**src/rtl/core/ets_pkg.sv**
```systemverilog
// Shared types, constants and saturation helpers of the engine thermal and speed step unit.
`default_nettype none

package ets_pkg;

   localparam int VW      = 32;          // width of every Q16.16 value
   localparam int FRAC    = 16;          // fraction bits
   localparam int WW      = 68;          // width of wide intermediates
   localparam int MW      = 34;          // multiplier operand width
   localparam int POINTS  = 16;          // torque table depth
   localparam int IDX_W   = 4;           // table address width
   localparam int CNT_W   = 5;           // search counter, holds POINTS itself
   localparam int DIV_W   = 50;          // signed dividend width
   localparam int MAG_W   = DIV_W - 1;   // dividend magnitude width
   localparam int DEN_W   = 34;          // divisor width
   localparam int DCNT_W  = $clog2(MAG_W + 1);
   localparam int POWER_DIV = 1000;

   // ceil(2**36 / 1000): exact quotient by 1000 for any value below 2**26.
   localparam int             RECIP_SHIFT = 36;
   localparam logic [26:0]    RECIP_1000  = 27'd68719477;

   typedef logic signed [VW-1:0]    value_type;
   typedef logic signed [WW-1:0]    wide_type;
   typedef logic signed [MW-1:0]    mop_type;
   typedef logic signed [DIV_W-1:0] dnum_type;
   typedef logic [DEN_W-1:0]        dden_type;

   localparam wide_type W_MAX = wide_type'(2147483647);
   localparam wide_type W_MIN = ~W_MAX;

   typedef enum logic [1:0] {
      REQ_LOAD  = 2'd0,
      REQ_START = 2'd1,
      REQ_STEP  = 2'd2,
      REQ_NONE  = 2'd3
   } req_kind_type;

   typedef enum logic [2:0] {
      CSR_AMBIENT   = 3'd0,
      CSR_HEAT_TRQ  = 3'd1,
      CSR_HEAT_SPD  = 3'd2,
      CSR_COOLING   = 3'd3,
      CSR_INERTIA   = 3'd4,
      CSR_POINTS    = 3'd5
   } csr_addr_type;

   typedef enum logic [1:0] {
      EDGE_INSIDE,
      EDGE_LOW,
      EDGE_HIGH
   } edge_type;

   typedef enum logic [5:0] {
      OP_NONE,
      OP_CAPTURE,
      OP_LOAD,
      OP_START,
      OP_RATE,
      OP_MUL_TEMP,
      OP_ADD_TEMP,
      OP_MUL_SPD,
      OP_ADD_SPD,
      OP_SEARCH,
      OP_SEG,
      OP_RD0,
      OP_RD1,
      OP_DIV_SLOPE,
      OP_SLOPE_SAT,
      OP_SLOPE_ZERO,
      OP_MUL_TRQ,
      OP_ADD_TRQ,
      OP_MUL_PWR,
      OP_DIV_PWR,
      OP_PWR_SAT,
      OP_MUL_SQ,
      OP_SQ,
      OP_MUL_H1,
      OP_H1,
      OP_MUL_H2,
      OP_HEAT,
      OP_DIFF,
      OP_MUL_COOL,
      OP_COOL,
      OP_ACC_ZERO,
      OP_DIV_ACC,
      OP_ACC_SAT
   } dp_op_type;

   typedef enum logic [5:0] {
      S_IDLE,
      S_LOAD,
      S_START,
      S_RATE,
      S_MUL_TEMP,
      S_ADD_TEMP,
      S_MUL_SPD,
      S_ADD_SPD,
      S_SEARCH,
      S_SEG,
      S_RD0,
      S_RD1,
      S_SLOPE_GO,
      S_SLOPE_WAIT,
      S_MUL_TRQ,
      S_ADD_TRQ,
      S_MUL_PWR,
      S_PWR_GO,
      S_PWR_WAIT,
      S_MUL_SQ,
      S_SQ,
      S_MUL_H1,
      S_H1,
      S_MUL_H2,
      S_HEAT,
      S_DIFF,
      S_MUL_COOL,
      S_COOL,
      S_ACC_GO,
      S_ACC_WAIT,
      S_DONE
   } ctrl_state_type;

   typedef struct packed {
      dp_op_type op;
      logic      rsp_load;
   } ctrl_cmd_type;

   typedef struct packed {
      logic search_hit;
      logic slope_rising;
      logic div_done;
      logic inertia_zero;
   } dp_status_type;

   typedef struct packed {
      value_type torque;
      value_type speed;
      value_type power;
      value_type temperature;
      logic      saturated;
   } ets_result_type;

   function automatic value_type sat_val(input wide_type x);
      value_type r;
      if (x > W_MAX)
         r = {1'b0, {(VW-1){1'b1}}};
      else if (x < W_MIN)
         r = {1'b1, {(VW-1){1'b0}}};
      else
         r = x[VW-1:0];
      return r;
   endfunction

   function automatic logic sat_hit(input wide_type x);
      return (x > W_MAX) || (x < W_MIN);
   endfunction

   function automatic wide_type widen(input value_type v);
      return wide_type'(v);
   endfunction

endpackage

`default_nettype wire

```
**src/rtl/core/ets_ctrl.sv**
```systemverilog
// Sequencer that steps the datapath through one load, start or time step.
`default_nettype none

module ets_ctrl
   import ets_pkg::*;
(
   input  wire logic          clock,
   input  wire logic          reset,
   input  wire logic          req_valid,
   input  wire logic [1:0]    req_type,
   input  wire logic          rsp_free,
   input  wire dp_status_type status,
   output logic               req_ready,
   output ctrl_cmd_type       cmd
);

   ctrl_state_type state_ff, state_in;

   always_comb begin
      state_in = state_ff;
      unique case (state_ff)
         S_IDLE: begin
            if (req_valid) begin
               unique case (req_kind_type'(req_type))
                  REQ_LOAD:  state_in = S_LOAD;
                  REQ_START: state_in = S_START;
                  REQ_STEP:  state_in = S_RATE;
                  REQ_NONE:  state_in = S_IDLE;
                  default:   state_in = S_IDLE;
               endcase
            end
         end
         S_LOAD:       state_in = S_IDLE;
         S_START:      state_in = S_SEARCH;
         S_RATE:       state_in = S_MUL_TEMP;
         S_MUL_TEMP:   state_in = S_ADD_TEMP;
         S_ADD_TEMP:   state_in = S_MUL_SPD;
         S_MUL_SPD:    state_in = S_ADD_SPD;
         S_ADD_SPD:    state_in = S_SEARCH;
         S_SEARCH:     if (status.search_hit) state_in = S_SEG;
         S_SEG:        state_in = S_RD0;
         S_RD0:        state_in = S_RD1;
         S_RD1:        state_in = S_SLOPE_GO;
         S_SLOPE_GO:   state_in = status.slope_rising ? S_SLOPE_WAIT : S_MUL_TRQ;
         S_SLOPE_WAIT: if (status.div_done) state_in = S_MUL_TRQ;
         S_MUL_TRQ:    state_in = S_ADD_TRQ;
         S_ADD_TRQ:    state_in = S_MUL_PWR;
         S_MUL_PWR:    state_in = S_PWR_GO;
         S_PWR_GO:     state_in = S_PWR_WAIT;
         S_PWR_WAIT:   if (status.div_done) state_in = S_MUL_SQ;
         S_MUL_SQ:     state_in = S_SQ;
         S_SQ:         state_in = S_MUL_H1;
         S_MUL_H1:     state_in = S_H1;
         S_H1:         state_in = S_MUL_H2;
         S_MUL_H2:     state_in = S_HEAT;
         S_HEAT:       state_in = S_DIFF;
         S_DIFF:       state_in = S_MUL_COOL;
         S_MUL_COOL:   state_in = S_COOL;
         S_COOL:       state_in = S_ACC_GO;
         S_ACC_GO:     state_in = status.inertia_zero ? S_DONE : S_ACC_WAIT;
         S_ACC_WAIT:   if (status.div_done) state_in = S_DONE;
         S_DONE:       if (rsp_free) state_in = S_IDLE;
         default:      state_in = S_IDLE;
      endcase
   end

   always_comb begin
      cmd.op       = OP_NONE;
      cmd.rsp_load = 1'b0;
      req_ready    = 1'b0;
      unique case (state_ff)
         S_IDLE: begin
            req_ready = 1'b1;
            if (req_valid)
               cmd.op = OP_CAPTURE;
         end
         S_LOAD:       cmd.op = OP_LOAD;
         S_START:      cmd.op = OP_START;
         S_RATE:       cmd.op = OP_RATE;
         S_MUL_TEMP:   cmd.op = OP_MUL_TEMP;
         S_ADD_TEMP:   cmd.op = OP_ADD_TEMP;
         S_MUL_SPD:    cmd.op = OP_MUL_SPD;
         S_ADD_SPD:    cmd.op = OP_ADD_SPD;
         S_SEARCH:     cmd.op = OP_SEARCH;
         S_SEG:        cmd.op = OP_SEG;
         S_RD0:        cmd.op = OP_RD0;
         S_RD1:        cmd.op = OP_RD1;
         S_SLOPE_GO:   cmd.op = status.slope_rising ? OP_DIV_SLOPE : OP_SLOPE_ZERO;
         S_SLOPE_WAIT: if (status.div_done) cmd.op = OP_SLOPE_SAT;
         S_MUL_TRQ:    cmd.op = OP_MUL_TRQ;
         S_ADD_TRQ:    cmd.op = OP_ADD_TRQ;
         S_MUL_PWR:    cmd.op = OP_MUL_PWR;
         S_PWR_GO:     cmd.op = OP_DIV_PWR;
         S_PWR_WAIT:   if (status.div_done) cmd.op = OP_PWR_SAT;
         S_MUL_SQ:     cmd.op = OP_MUL_SQ;
         S_SQ:         cmd.op = OP_SQ;
         S_MUL_H1:     cmd.op = OP_MUL_H1;
         S_H1:         cmd.op = OP_H1;
         S_MUL_H2:     cmd.op = OP_MUL_H2;
         S_HEAT:       cmd.op = OP_HEAT;
         S_DIFF:       cmd.op = OP_DIFF;
         S_MUL_COOL:   cmd.op = OP_MUL_COOL;
         S_COOL:       cmd.op = OP_COOL;
         S_ACC_GO:     cmd.op = status.inertia_zero ? OP_ACC_ZERO : OP_DIV_ACC;
         S_ACC_WAIT:   if (status.div_done) cmd.op = OP_ACC_SAT;
         S_DONE:       cmd.rsp_load = rsp_free;
         default: ;
      endcase
   end

   always_ff @(posedge clock) begin
      if (reset)
         state_ff <= S_IDLE;
      else
         state_ff <= state_in;
   end

endmodule

`default_nettype wire
```
**config.mk**
```make
export PLATFORM = sky130hd
export DESIGN_NAME = ets_ctrl
export DESIGN_NICKNAME = d
export VERILOG_FILES = /design/src/rtl/core/ets_pkg.sv /design/src/rtl/core/ets_ctrl.sv
export SDC_FILE = /design/constraint.sdc
export NUM_CORES = 1
export LEC_CHECK = 0
export BUFFER_PORTS_ARGS = -buffer_cell sky130_fd_sc_hd__buf_2
export CORE_ASPECT_RATIO = 1.1
export CORE_MARGIN = 3
export CORE_UTILIZATION = 55
export DETAILED_ROUTE_END_ITERATION = 10
export HOLD_SLACK_MARGIN = 0.03
export PLACE_DENSITY = 0.81
export SYNTH_ARGS = -nofsm -noshare
export SYNTH_HDL_FRONTEND = slang
export SYNTH_SLANG_ARGS = --single-unit
```
**constraint.sdc**
```tcl
create_clock -name clock -period 3.55 [get_ports clock]
set_clock_uncertainty 0.15 [all_clocks]
set_input_delay 0.71 -clock clock [delete_from_list [all_inputs] [get_ports clock]]
set_output_delay 0.71 -clock clock [all_outputs]
set_load 0.005 [all_outputs]
```
# After elaboration in Yosys (flattened, before gate mapping)
# Cells that the tools add are included.
[totals] word_cells=63 register_bits=6 ram_bits=0 mem_count=0 input_bits=10 latch_bits=0 mem_bits_ro=0 output_inout_bits=8
[op_classes] addsub=0 muxes=19 bitwise=0 eq_ne=39 n_lt_le_gt_ge=0 div=0 reduce_logical=4 n_shift=0 n_mul=0
[op_table] cell="one-hot mux 6 bit (30 select lines)" n=1
[op_table] cell="one-hot mux 6 bit (29 select lines)" n=1
[op_table] cell="equality test 6 x 5 -> 1 bit, second input constant" n=15
[op_table] cell="equality test 6 x 4 -> 1 bit, second input constant" n=8
[op_table] cell="two-way mux 6 bit" n=7
[op_table] cell="equality test 6 x 3 -> 1 bit, second input constant" n=4
[op_table] cell="one-hot mux 6 bit (4 select lines)" n=1
[op_table] cell="equality test 6 x 2 -> 1 bit, second input constant" n=2
[op_table] cell="!= test 2 bit, second input constant" n=6
[op_table] cell="equality test 6 x 1 -> 1 bit, second input constant" n=1
[op_table] cell="zero test 6 bit" n=1
[op_table] cell="two-way mux 2 bit" n=3
[op_table] cell="AND reduction 6 bit" n=1
[op_table] cell="two-way mux 5 bit" n=1
[op_table] cell="equality test 2 bit, second input constant" n=2
[op_table] cell="two-way mux 1 bit" n=4
[op_table] cell="two-way mux 4 bit" n=1
[op_table] cell="equality test 2 x 1 -> 1 bit, second input constant" n=1
[op_table] cell="zero test 2 bit" n=1
[op_table] cell="OR reduction 2 bit" n=1

# Longest topological paths before layout
[logic_depth] depth_word=4 ltp_mapped=7 mapped_depth_nobuf=6

# Worst setup path before layout
# No wires, ideal clock.
[synth_timing] path_type="input -> output" start="in status[0] (netlist name)" end="out cmd[1] (netlist name)" n_path_buf=0 required_time_ns=2.690 slack_ns=1.371 path_stages=3 arrival_time_ns=1.319 path_cell_list="or3_1 a21oi_2 a221o_1"
[synth_lines] element="start, declared" line="ets_ctrl.sv:12" text="input wire dp_status_type status,"
[synth_lines] element="end, declared" line="ets_ctrl.sv:14" text="output ctrl_cmd_type cmd"

==> summary.md <==
| Metric | Value |
|---|---|
| Status | completed |
| Drt pass-1 iters | 4 |
| Initial core utilization | 62.7% |
| Syn Inst Count | 118 |
| Critical path's largest stage delay | 0.74 ns |
| Synth Warn # | 0 |
| Actual slew at the worst max-slew pin | 0.822 ns |
| Count of pins over their slew limit | 0 |
| DR WL/cell | 14.7 um |
| Routed wire length | 2170 um |
| Post-CTS Setup Inserts | 0 |
| CP Max Fanout | 20 |
| Max reg flops | 5 |
| Setup violators final | 0 |
| Gpl congestion | 0.827 |
| CP required | 2.69 ns |
| Layout Cells excl Fill | 147 |
| RSZ-0062 raised after global routing | no |
| Worst Setup End Kind | output pin |
| DRC Markers | 0 |
| Area of the mapped netlist | 796 um2 |
| # port buffers | 17 |
| # rows | 13 |
| Fmax | 361 MHz |
| GRT overflow | 0 |
| DPL Wire Length | 1520 um |
| H-tree lvl count | 1 |
| MaxCap Viol Count | 0 |
| Via density | 6.44 |
| Starting DRT DRC Count | 46 |
| Placed insts | 143 |
| Most used DFF post-synth | dfxtp_1 |
| Worst setup path class | flip-flop to output pin |
| Hold depth | 3 |
| Power Dens Cells | 617 nW/um2 |
| Critical path's slowest cell | dfxtp_1 |
| Flops & latches, synth | 5 |
| Largest Register | state_ff |
| First-pass GRT wire length | 3640 um |
| Vias in the first global route | 812 |
| Post-synthesis async set-or-reset flop share | 0% |
| Final ANT Viol Nets | 0 |
| Crit path time final | 2.77 ns |
| Worst setup SP type | flip-flop |
| CTS max path bufs | 2 |
| Hold Path Class | flip-flop to flip-flop |
| Worst-skew pair later-pin latency | 0.25 ns |
| Delay-heaviest family, CP | flip-flops |
| Cts bufs inserted | 3 |
| WP data arrival | 1.91 ns |
| Yosys cell types | 43 |
| Total track usage | 24.8% |
| Layout cells sized above 1 | 27.3% |
| Reg2reg setup slack | 1.42 ns |
| Syn_nets | 130 |
| N_diodes | 0 |
| CTS sink cnt | 5 |
| Die width | 42.3 um |
| Sequential fraction of the synthesis area | 12.6% |
| Lkg Pwr | 0.359 nW |
| Core area | 1270 um2 |
| Root buffer cell | clkbuf_4 |
| Via count | 946 |
| CTS Hold Buffers Added | 0 |
| Reg clk slew, reported paths | 0.04 ns |
| Largest net degree at the start of global routing | 27 |
| Post-cts gate resize count | 0 |
| Top Registers | state_ff x5 |
| Crit share post-route | 77.9% |
| Worst path cell trace | nand3_2 -> or3_1 -> a21oi_2 -> a221o_1 -> buf_2 |
| Max IR drop VDD | 281 uV |
| CTS tree | built |
| WP depth | 5 |
| Top Ports | 18 |
| Reg2reg path depth | 6 |
| Worst Path Buf+Inv | 1 |
| Layout Nets | 145 |
| Die Span Y | 45.9 um |
| Max-Slew Margin vs Limit | 45.2% |
| Area growth, synth to finish | 10.8% |
| Final hold vios | 0 |
| Final Util | 69.5% |
| Die area | 1940 um2 |
| Antenna violations before repair | 0 |
| Fillers | 121 |
| Synthesized area per cell | 6.74 um2 |
| Number of synthesized flops with an enable pin | 0 |
| Setup TNS | 0 ns |
-- cells by family after synthesis --
kind of cell | synth area share [%]
AND/OR/NAND/NOR | 35.5
AO/OA/AOI/OAI | 36.8
buffers and inverters | 10.7
flip-flops | 12.6
adder cells (fa/ha/maj) | 3.14
multiplexers | 1.26
-- cell type report --
type                    instances  area [um2]  area share (%)
repair buffers                 20         108            12.2
multi-input cells              98         611            69.2
inverters                       5        18.8            2.13
clock buffers                   4        26.3            2.98
well taps                      15        18.8            2.13
flip-flops and latches          5         100            11.3
-- worst paths after layout --
check | start | to
worst max-delay path | state_ff[3] | cmd[1]
worst min-delay path | state_ff[1] | state_ff[2]
worst max register to register | state_ff[2] | state_ff[1]
worst min register to register | state_ff[1] | state_ff[2]
-- power breakdown --
group          internal (mW)  switching [mW]
Sequential            0.0714          0.0595
Combinational          0.156           0.190
Clock                 0.0426          0.0254
Total                  0.270           0.275
-- metal layers --
metal  share of wire, %  vias up  track usage, %
met5                  0        -               0
met4                2.5        0            12.4
met3                6.1        8            2.37
met2                 49       47            42.2
met1                 43      436            31.3
li1                   -      455               -
-- worst reg2reg max path, stage by stage (launching register included) --
cell and delay, ns:
dfxtp_1 0.67, buf_4 0.25, and2b_1 0.18, o21ai_1 0.14, a21oi_1 0.09, nor4_1 0.41
o41ai_2 0.12
-- cell usage in the layout (no fill, tap or decap), types with 3 or more instances in the layout --
cell type	count
a21oi_1	12
nor2b_1	3
nand2_1	13
nand3_1	5
inv_1	4
and3_1	3
buf_4	3
buf_2	17
clkbuf_4	3
dfxtp_1	5
nor2_1	12
o21ai_1	4
a31oi_1	3
o21ai_0	9
-- Yosys cell counts (2+ instances only) --
library cell,count,area [um2]
dfxtp_1,5,100
a21o_1,2,15.0
a31oi_1,3,18.8
o21ai_1,4,20.0
buf_4,2,15.0
inv_1,4,15.0
buf_6,2,22.5
nor2b_1,3,18.8
buf_2,5,25.0
nor2_1,12,45.0
nor4_1,2,12.5
nand2_1,13,48.8
nand3_1,5,25.0
o31ai_2,2,25.0
ha_1,2,25.0
a21oi_1,12,60.1
and3_1,3,18.8
o21ai_0,9,45.0
nand3b_1,2,15.0
nor3b_1,2,15.0
o22ai_1,2,12.5
-- stage by stage --
step / area [um2] / power, mW / hold slack [ns] / setup WS [ns]
after floorplan: 796 / 0.388 / 0.483 / 1.37
after global placement: 856 / 0.463 / 0.526 / 1.09
after detailed placement: 856 / 0.472 / 0.529 / 1.07
after CTS: 882 / 0.541 / 0.544 / 0.812
after global routing: 882 / 0.594 / 0.583 / 0.646
final: 882 / 0.544 / 0.545 / 0.784
Power figures use the tool's default switching activity.
